[src/rtl/eht_pkg.sv]
package eht_pkg;

  localparam int KeyW      = 32;
  localparam int PayW      = 64;
  localparam int CfgW      = 4;
  localparam int StatW     = 3;
  localparam int ResultCap = 8;
  localparam int CountW    = 4;

  localparam logic [StatW-1:0] ST_INSERTED  = 3'd0;
  localparam logic [StatW-1:0] ST_MATCH     = 3'd1;
  localparam logic [StatW-1:0] ST_NOT_FOUND = 3'd2;
  localparam logic [StatW-1:0] ST_FULL      = 3'd3;
  localparam logic [StatW-1:0] ST_NO_BUCKET = 3'd4;

  localparam logic CMD_INSERT = 1'b0;
  localparam logic CMD_LOOKUP = 1'b1;

  typedef enum logic [4:0] {
    OP_NONE,
    OP_CLEAR,
    OP_TAKE,
    OP_DIR_RD,
    OP_BKT_RD,
    OP_ALLOC,
    OP_INS,
    OP_SPLIT1,
    OP_SPLIT2,
    OP_CNT0,
    OP_DIR_RD_CNT,
    OP_SPL_DWR,
    OP_SLOT_RD,
    OP_SPL_SWR,
    OP_SPL_F1,
    OP_SPL_F2,
    OP_DBL_WR,
    OP_GD_INC,
    OP_CNT_INC,
    OP_HIT,
    OP_OUT
  } dp_op_e;

  typedef struct packed {
    dp_op_e           op;
    logic             cfg_we;
    logic [StatW-1:0] res;
    logic             last;
  } cmd_t;

  typedef struct packed {
    logic lookup;
    logic dir_v;
    logic fill_full;
    logic ld_lt_gd;
    logic used_full;
    logic gd_max;
    logic clr_last;
    logic cnt_eq_size;
    logic cnt_eq_fill;
    logic scan_end;
    logic hit;
    logic pend_v;
    logic out_free;
  } sts_t;

endpackage

[src/rtl/eht_ctrl.sv]
module eht_ctrl import eht_pkg::*; (
  input  logic clk_i,
  input  logic rst_ni,
  input  logic cfg_valid_i,
  output logic cfg_ready_o,
  input  logic in_valid_i,
  output logic in_ready_o,
  input  sts_t sts_i,
  output cmd_t cmd_o
);

  typedef enum logic [17:0] {
    S_CLEAR    = 18'h00001,
    S_IDLE     = 18'h00002,
    S_DIR_RD   = 18'h00004,
    S_DIR_CHK  = 18'h00008,
    S_BKT_CHK  = 18'h00010,
    S_SCAN_RD  = 18'h00020,
    S_SCAN_CHK = 18'h00040,
    S_LK_END   = 18'h00080,
    S_RESULT   = 18'h00100,
    S_SPL_LD   = 18'h00200,
    S_SPL_DRD  = 18'h00400,
    S_SPL_DWR  = 18'h00800,
    S_SPL_SRD  = 18'h01000,
    S_SPL_SWR  = 18'h02000,
    S_SPL_F1   = 18'h04000,
    S_SPL_F2   = 18'h08000,
    S_DBL_RD   = 18'h10000,
    S_DBL_WR   = 18'h20000
  } state_e;

  state_e           state_q, state_d;
  logic [StatW-1:0] res_q, res_d;

  always_comb begin
    state_d     = state_q;
    res_d       = res_q;
    cmd_o       = '{op: OP_NONE, cfg_we: 1'b0, res: ST_INSERTED, last: 1'b1};
    in_ready_o  = 1'b0;
    cfg_ready_o = 1'b0;
    case (state_q)
      S_CLEAR: begin
        cfg_ready_o = 1'b1;
        cmd_o.op    = OP_CLEAR;
        if (sts_i.clr_last) state_d = S_IDLE;
      end
      S_IDLE: begin
        cfg_ready_o = 1'b1;
        in_ready_o  = ~cfg_valid_i;
        if (in_valid_i && !cfg_valid_i) begin
          cmd_o.op = OP_TAKE;
          state_d  = S_DIR_RD;
        end
      end
      S_DIR_RD: begin
        cmd_o.op = OP_DIR_RD;
        state_d  = S_DIR_CHK;
      end
      S_DIR_CHK: begin
        if (sts_i.dir_v) begin
          cmd_o.op = OP_BKT_RD;
          state_d  = S_BKT_CHK;
        end else if (sts_i.lookup) begin
          state_d = S_LK_END;
        end else if (sts_i.used_full) begin
          res_d   = ST_NO_BUCKET;
          state_d = S_RESULT;
        end else begin
          cmd_o.op = OP_ALLOC;
          res_d    = ST_INSERTED;
          state_d  = S_RESULT;
        end
      end
      S_BKT_CHK: begin
        if (sts_i.lookup) begin
          state_d = S_SCAN_RD;
        end else if (!sts_i.fill_full) begin
          cmd_o.op = OP_INS;
          res_d    = ST_INSERTED;
          state_d  = S_RESULT;
        end else if (sts_i.ld_lt_gd) begin
          if (sts_i.used_full) begin
            res_d   = ST_NO_BUCKET;
            state_d = S_RESULT;
          end else begin
            cmd_o.op = OP_SPLIT1;
            state_d  = S_SPL_LD;
          end
        end else if (sts_i.gd_max) begin
          res_d   = ST_FULL;
          state_d = S_RESULT;
        end else begin
          cmd_o.op = OP_CNT0;
          state_d  = S_DBL_RD;
        end
      end
      S_SCAN_RD: begin
        if (sts_i.scan_end) begin
          state_d = S_LK_END;
        end else begin
          cmd_o.op = OP_SLOT_RD;
          state_d  = S_SCAN_CHK;
        end
      end
      S_SCAN_CHK: begin
        if (!sts_i.hit) begin
          cmd_o.op = OP_CNT_INC;
          state_d  = S_SCAN_RD;
        end else if (!sts_i.pend_v || sts_i.out_free) begin
          // previous match goes out, this one is held until we know if it is the last
          cmd_o.op = OP_HIT;
          state_d  = S_SCAN_RD;
        end
      end
      S_LK_END: begin
        if (sts_i.out_free) begin
          cmd_o.op  = OP_OUT;
          cmd_o.res = sts_i.pend_v ? ST_MATCH : ST_NOT_FOUND;
          state_d   = S_IDLE;
        end
      end
      S_RESULT: begin
        if (sts_i.out_free) begin
          cmd_o.op  = OP_OUT;
          cmd_o.res = res_q;
          state_d   = S_IDLE;
        end
      end
      S_SPL_LD: begin
        cmd_o.op = OP_SPLIT2;
        state_d  = S_SPL_DRD;
      end
      S_SPL_DRD: begin
        if (sts_i.cnt_eq_size) begin
          cmd_o.op = OP_CNT0;
          state_d  = S_SPL_SRD;
        end else begin
          cmd_o.op = OP_DIR_RD_CNT;
          state_d  = S_SPL_DWR;
        end
      end
      S_SPL_DWR: begin
        cmd_o.op = OP_SPL_DWR;
        state_d  = S_SPL_DRD;
      end
      S_SPL_SRD: begin
        if (sts_i.cnt_eq_fill) begin
          state_d = S_SPL_F1;
        end else begin
          cmd_o.op = OP_SLOT_RD;
          state_d  = S_SPL_SWR;
        end
      end
      S_SPL_SWR: begin
        cmd_o.op = OP_SPL_SWR;
        state_d  = S_SPL_SRD;
      end
      S_SPL_F1: begin
        cmd_o.op = OP_SPL_F1;
        state_d  = S_SPL_F2;
      end
      S_SPL_F2: begin
        cmd_o.op = OP_SPL_F2;
        state_d  = S_DIR_RD;
      end
      S_DBL_RD: begin
        if (sts_i.cnt_eq_size) begin
          cmd_o.op = OP_GD_INC;
          state_d  = S_DIR_RD;
        end else begin
          cmd_o.op = OP_DIR_RD_CNT;
          state_d  = S_DBL_WR;
        end
      end
      S_DBL_WR: begin
        cmd_o.op = OP_DBL_WR;
        state_d  = S_DBL_RD;
      end
      default: begin
        state_d = S_CLEAR;
      end
    endcase
    cmd_o.cfg_we = cfg_valid_i & cfg_ready_o;
    if (cmd_o.cfg_we) state_d = S_CLEAR;
  end

  always_ff @(posedge clk_i or negedge rst_ni) begin
    if (!rst_ni) begin
      state_q <= S_CLEAR;
      res_q   <= ST_INSERTED;
    end else begin
      state_q <= state_d;
      res_q   <= res_d;
    end
  end

endmodule

[config.mk]
export PLATFORM = sky130hd
export DESIGN_NAME = eht_ctrl
export DESIGN_NICKNAME = d
export VERILOG_FILES = /design/src/rtl/eht_pkg.sv /design/src/rtl/eht_ctrl.sv
export SDC_FILE = /design/constraint.sdc
export NUM_CORES = 1
export LEC_CHECK = 0
export ABC_AREA = 0
export ABC_CLOCK_PERIOD_IN_PS = 2660
export BUFFER_PORTS_ARGS = -buffer_cell sky130_fd_sc_hd__buf_2
export CAP_MARGIN = 20
export CORE_ASPECT_RATIO = 0.5
export CORE_MARGIN = 4
export CORE_UTILIZATION = 55
export CTS_BUF_LIST = sky130_fd_sc_hd__clkbuf_2
export DETAILED_ROUTE_END_ITERATION = 8
export PLACE_DENSITY = 0.86
export SYNTH_ARGS = -nofsm -noshare
export SYNTH_HDL_FRONTEND = slang
export SYNTH_SLANG_ARGS = --single-unit
[constraint.sdc]
create_clock -name clk_i -period 2.66 [get_ports clk_i]
set_clock_uncertainty 0.1 [all_clocks]
set_input_delay 0.133 -clock clk_i [delete_from_list [all_inputs] [get_ports clk_i]]
set_output_delay 0.133 -clock clk_i [all_outputs]
set_load 0.05 [all_outputs]
==> run metrics, run 1 <==
maximum VDD drop 0.645 mV; top area cells in the synthesized netlist dfrtp_1, nand4_1, nor2_1; nets 276; CP peak stage delay 0.60 ns; RSZ-0062 raised after global routing true; Post-Synthesis Mean Instance Area 8.37 µm²; status complete, but fails checks; Num Clock Sinks 20; Synth cell types 65; Die Y 47.8 µm; ys flop type dfrtp_1; CP Cell Sequence nor3_4, nand3_2, or4_4, o22a_1, o2111ai_2, buf_6; Via density 6.86; vias in the first global route 1,689; Longest Clk Path Bufs 2; leakage 1.00 nW; failing checks negative setup slack; dpl cells 272; H-tree depth 1; total CTS buffers 3; Skew-Pair Late Insertion Delay 0.35 ns; DP Wirelength 4040 µm; Pre-antenna DRT Iters 7; first-pass GRT wire length 8440 µm; crit-path max FO 6; setup ws final -0.0633 ns; Synth warnings 0; fin. max-slew vios 0; core box area 3010 µm²; # setup viols final 2; CP Data Arrival Time 2.49 ns; actual slew at the worst max-slew pin 0.507 ns; die area 4180 µm²; Pwr per Cell Area 518 nW/µm²; CTS tree done; Reg clk slew, reported paths 0.21 ns; DR vias 2,043; Post-Syn Area 1740 µm²; Yosys reg bits 20; Post-synth EDFFs 0; DRC 0; Syn Inst Count 208; FFs w/ async S/R, synth 1.00; total gr overflow 0; area delta synth->final 28.5%; final hold vios 0; CP max-delay cell or4_4; WL/cell 19.7 µm; Iter 0 DRT Violations 407; total negative slack -0.109 ns; critical path endpoint category output port; Global Route Usage Sum 0.270; final std cells w/o fill 298; MaxCap Viol Count 0; CP delay by family, top simple AND/OR/NAND/NOR gates; initial antenna violation count 0; Max Freq 367 MHz; IO Port Bufs 27; worst path bufs/invs 1; largest net degree at the start of global routing 21; share of layout cells above drive strength 1 0.341; post-synth top area share 0.273; Crit Path Class flop to output port; part of the cycle the worst path needs 1.02; area leader, netlist dfrtp_1; Seq/Total Area, Yosys 0.288; worst path required time 2.43 ns; Rel. slew slack 0.657; crit path time final 2.72 ns; antenna cell count 0; fill cell count 200; antenna-violating nets left 0; io pins 29; syn_nets 225; Root Driver clkbuf_2; routed wire length 5860 µm; Die Span X 87.6 µm; HP Class input port to flop; GP Congestion 1.03; Starting Density 0.578; Site Rows 14; critical path startpoint category flop
[cells in the final DEF (no fill, tap or decap), types with 7 or more instances in the layout]
cell type	instances
buf_2	24
buf_4	20
nor2_1	19
nand2_1	17
nand4_1	12
dfrtp_2	12
o21ai_0	9
dlygate4sd3_1	8
nor3_1	7
dfrtp_1	7
[metrics by stage]
stage                      util  total power, W  worst slack [ns]  hold slack, ns  cell area (µm²)
after floorplan               -        0.000785             0.107          -0.263             1740
after global routing      0.743         0.00122            -0.115          0.0208             2240
after CTS                 0.694         0.00109           -0.0357         0.00579             2090
final                     0.743         0.00116           -0.0633          0.0262             2240
after global placement    0.640        0.000917             0.222       -0.000781             1930
after detailed placement  0.640        0.000926             0.203         0.00766             1930
[final timing paths]
check                       startpoint          end  slack (ns)  cells past startpoint
max                         state_q[4]     cmd_o[5]       -0.06                      6
min reg2reg                   res_q[2]     res_q[2]        0.42                      1
max reg2reg                 state_q[9]   state_q[7]        0.34                      7
min in group asynchronous       rst_ni  state_q[10]        0.13                      2
min                        cfg_valid_i   state_q[1]        0.03                      3
max in group asynchronous       rst_ni   state_q[0]        1.96                      2
[worst min-delay path, cell delays in order]
cell	delay, ns
buf_2	0.12
or2_2	0.13
o22ai_1	0.07
[cells in the mapped netlist (all sizes together) (3+ instances only)]
| master | number |
|---|---|
| and3 | 4 |
| inv | 6 |
| nor3 | 14 |
| buf | 5 |
| or3 | 6 |
| and2 | 3 |
| nand2b | 6 |
| xnor2 | 4 |
| nand2 | 17 |
| xor2 | 3 |
| nor4 | 6 |
| nand3 | 6 |
| dfrtp | 19 |
| clkbuf | 4 |
| nor2b | 6 |
| or4 | 3 |
| nand4 | 12 |
| nor2 | 19 |
| o21ai | 9 |
| and4 | 4 |
| a21oi | 7 |
[metal layers]
layer  track usage  vias to the layer above  part of all wire
li1              -                      893                 -
met1         0.387                      939              0.40
met2         0.421                      180              0.42
met3        0.0739                       31              0.15
met4        0.0398                        0             0.036
met5             0                        -                 0
[kinds of logic after synthesis]
| group | Yosys count | synth area share |
|---|---|---|
| xor gates and xnor gates | 7 | 0.0352 |
| muxes | 4 | 0.0244 |
| AOI/OAI and AO/OA | 42 | 0.180 |
| other | 1 | 0.00215 |
| DFF | 20 | 0.288 |
| buffers and inverters | 15 | 0.0374 |
| and+or+nand+nor | 119 | 0.432 |
[what timing repair did]
action | CTS | global route
endpoints found under the hold margin | 28 | 1
hold buffers | 7 | 1
setup endpoints to repair | 4 | 10
gates resized for setup | 13 | 19
pin swaps | 1 | 8
setup buffers | 4 | 10
[flip-flops by register name (all words and copies together) (netlist names)]
signal	cells
state_q	18
res_q	2
[layout make-up]
| type | count | area (µm²) | share of cell area |
|---|---|---|---|
| Inverter | 6 | 22.5 | 0.0101 |
| Multi-Input combinational cell | 173 | 1250 | 0.558 |
| Tap cell | 40 | 50.0 | 0.0224 |
| Clock inverter | 1 | 3.75 | 0.00168 |
| Sequential cell | 20 | 517 | 0.231 |
| Timing Repair Buffer | 55 | 380 | 0.170 |
| Clock buffer | 3 | 15.0 | 0.00671 |
[power breakdown]
group	switching (W)	leakage, nW	total, W	internal [W]
Clock	0.000104	0.0140	0.000136	0.0000326
Sequential	0.0000381	0.254	0.000371	0.000333
Combinational	0.000413	0.734	0.000651	0.000238
Power figures use the tool's default switching activity.
==> inputs of run 2 (changes only) <==
--- a/config.mk
+++ b/config.mk
@@ -15,6 +15,7 @@
 export CTS_BUF_LIST = sky130_fd_sc_hd__clkbuf_2
 export DETAILED_ROUTE_END_ITERATION = 8
 export PLACE_DENSITY = 0.86
+export RECOVER_POWER = 50
 export SYNTH_ARGS = -nofsm -noshare
 export SYNTH_HDL_FRONTEND = slang
 export SYNTH_SLANG_ARGS = --single-unit
==> run 2 against run 1 <==
Effect of this change:
- the flow still finishes with violations (negative setup slack)
- via count is 0.54% higher
- die area stayed put
- power is 0.59% higher
- non-clock buffer count stayed put
- wire length is 0.94% lower
- critical endpoint unchanged
==> run metrics, run 2 (synthesized netlist as in run 1, its figures left out) <==
largest net degree at the start of global routing 21; DP Wirelength 4040 µm; area delta synth->final 28.5%; total CTS buffers 3; Site Rows 14; commonest non-fill, non-tap cell in the layout buf_2; actual slew at the worst max-slew pin 1.14 ns; WL/cell 19.5 µm; antenna cell count 0; Die Y 47.8 µm; Crit Path Class flop to output port; nets 276; fill cell count 201; GP Congestion 1.03; CTS tree done; share of layout cells above drive strength 1 0.337; crit path to cmd_o[5]; Rel. slew slack 0.242; Biggest register state_q; worst path required time 2.43 ns; maximum VDD drop 0.648 mV; Pwr per Cell Area 521 nW/µm²; setup ws final -0.0872 ns; Total Power Consumption 0.00117 W; die area 4180 µm²; part of the cycle the worst path needs 1.03; crit-path max FO 6; Pre-antenna DRT Iters 7; failing checks negative setup slack; Regs by FF count state_q x18, res_q x2; CP max-delay cell or4_4; core box area 3010 µm²; HP Class input port to flop; CP peak stage delay 0.60 ns; commonest non-fill, non-tap cells in the layout buf_2, buf_4, nor2_1, nand2_1; Die Span X 87.6 µm; Reg2Reg Depth 7; total gr overflow 0; IO Port Bufs 27; pre-CTS setup slack 0.203 ns; Max Freq 364 MHz; Skew-Pair Late Insertion Delay 0.36 ns; hold path depth 3; antenna-violating nets left 0; Area after DPL 1930 µm²; Global Route Usage Sum 0.270; Via density 6.89; post-route cell area 2240 µm²; CP Cell Sequence nor3_4, nand3_2, or4_4, o22a_1, o2111ai_2, buf_6; DR vias 2,054; initial antenna violation count 0; status complete, but fails checks; Root Driver clkbuf_2; Critical Path Source state_q[4]; Longest Clk Path Bufs 2; final hold vios 0; # setup viols final 4; Starting Density 0.578; fin. max-slew vios 0; CP Data Arrival Time 2.51 ns; r2r endpoint state_q[7]; Reg-to-Reg Start state_q[9]; critical path startpoint category flop; H-tree depth 1; Num Clock Sinks 20; reg2reg setup slack 0.34 ns; crit path time final 2.75 ns; RSZ-0062 raised after global routing true; leakage 0.999 nW; MaxCap Viol Count 0; total negative slack -0.170 ns; io pins 29; Iter 0 DRT Violations 407; DRC 0; first-pass GRT wire length 8440 µm; vias in the first global route 1,689; routed wire length 5800 µm; Largest register FFs 18; critical path endpoint category output port; Reg clk slew, reported paths 0.22 ns
-- run 2: changes by cell type in the layout (fill, tap and decap cells not counted), sizes merged --
cell and delta:
clkbuf +1, buf -1
-- run 2: power by group --
part           internal (W)  switching [W]  total [W]  leakage [nW]
sequential         0.000333      0.0000381   0.000371         0.254
clock             0.0000326       0.000108   0.000141        0.0140
combinational      0.000238       0.000416   0.000654         0.731
total              0.000604       0.000562    0.00117         0.999
-- run 2: how the worst min path moves through the flow --
stage	from	slack [ns]	end
finish	cfg_valid_i	0.01	state_q[1]
CTS	sts_i[10]	0.006	state_q[9]
floorplan	rst_ni	-0.26	res_q[1]
global placement	rst_ni	-0.0008	state_q[8]
detailed placement	rst_ni	0.008	state_q[10]
global route	cfg_valid_i	0.02	state_q[1]
-- run 2: through the flow --
stage / hold slack, ns / std cells / util
floorplan: -0.263 / 208 / -
global placement: -0.000781 / 272 / 0.640
detailed placement: 0.00766 / 272 / 0.640
CTS: 0.00579 / 287 / 0.694
global route: 0.0208 / 298 / 0.742
finish: 0.0142 / 298 / 0.742
-- run 2: metal layers --
| metal | global-route usage | share of wire | up-vias |
|---|---|---|---|
| li1 | - | - | 893 |
| met1 | 0.387 | 0.40 | 943 |
| met2 | 0.421 | 0.41 | 180 |
| met3 | 0.0739 | 0.15 | 38 |
| met4 | 0.0398 | 0.039 | 0 |
| met5 | 0 | 0 | - |
-- run 2: worst max-delay path: cells and delay by family, from the launching register on --
family / cells / cell delay [ns]
simple gates: 3 / 1.05
flops: 1 / 0.51
compound gates: 2 / 0.41
buf+inv: 1 / 0.18
-- run 2: cell type report --
class	instances	area, µm²	area share
clock buffers	3	15.0	0.00672
multi-input cells	173	1250	0.558
clock inverters	1	3.75	0.00168
flip-flops and latches	20	517	0.231
well taps	40	50.0	0.0224
repair buffers	55	379	0.170
inverters	6	22.5	0.0101
-- run 2: repair_timing --
action / CTS / global route
hold endpoints to repair: 28 / 1
gates resized for setup: 13 / 19
pin swaps: 1 / 8
setup buffers: 4 / 10
endpoints found under the setup margin: 4 / 10
hold buffers: 7 / 1
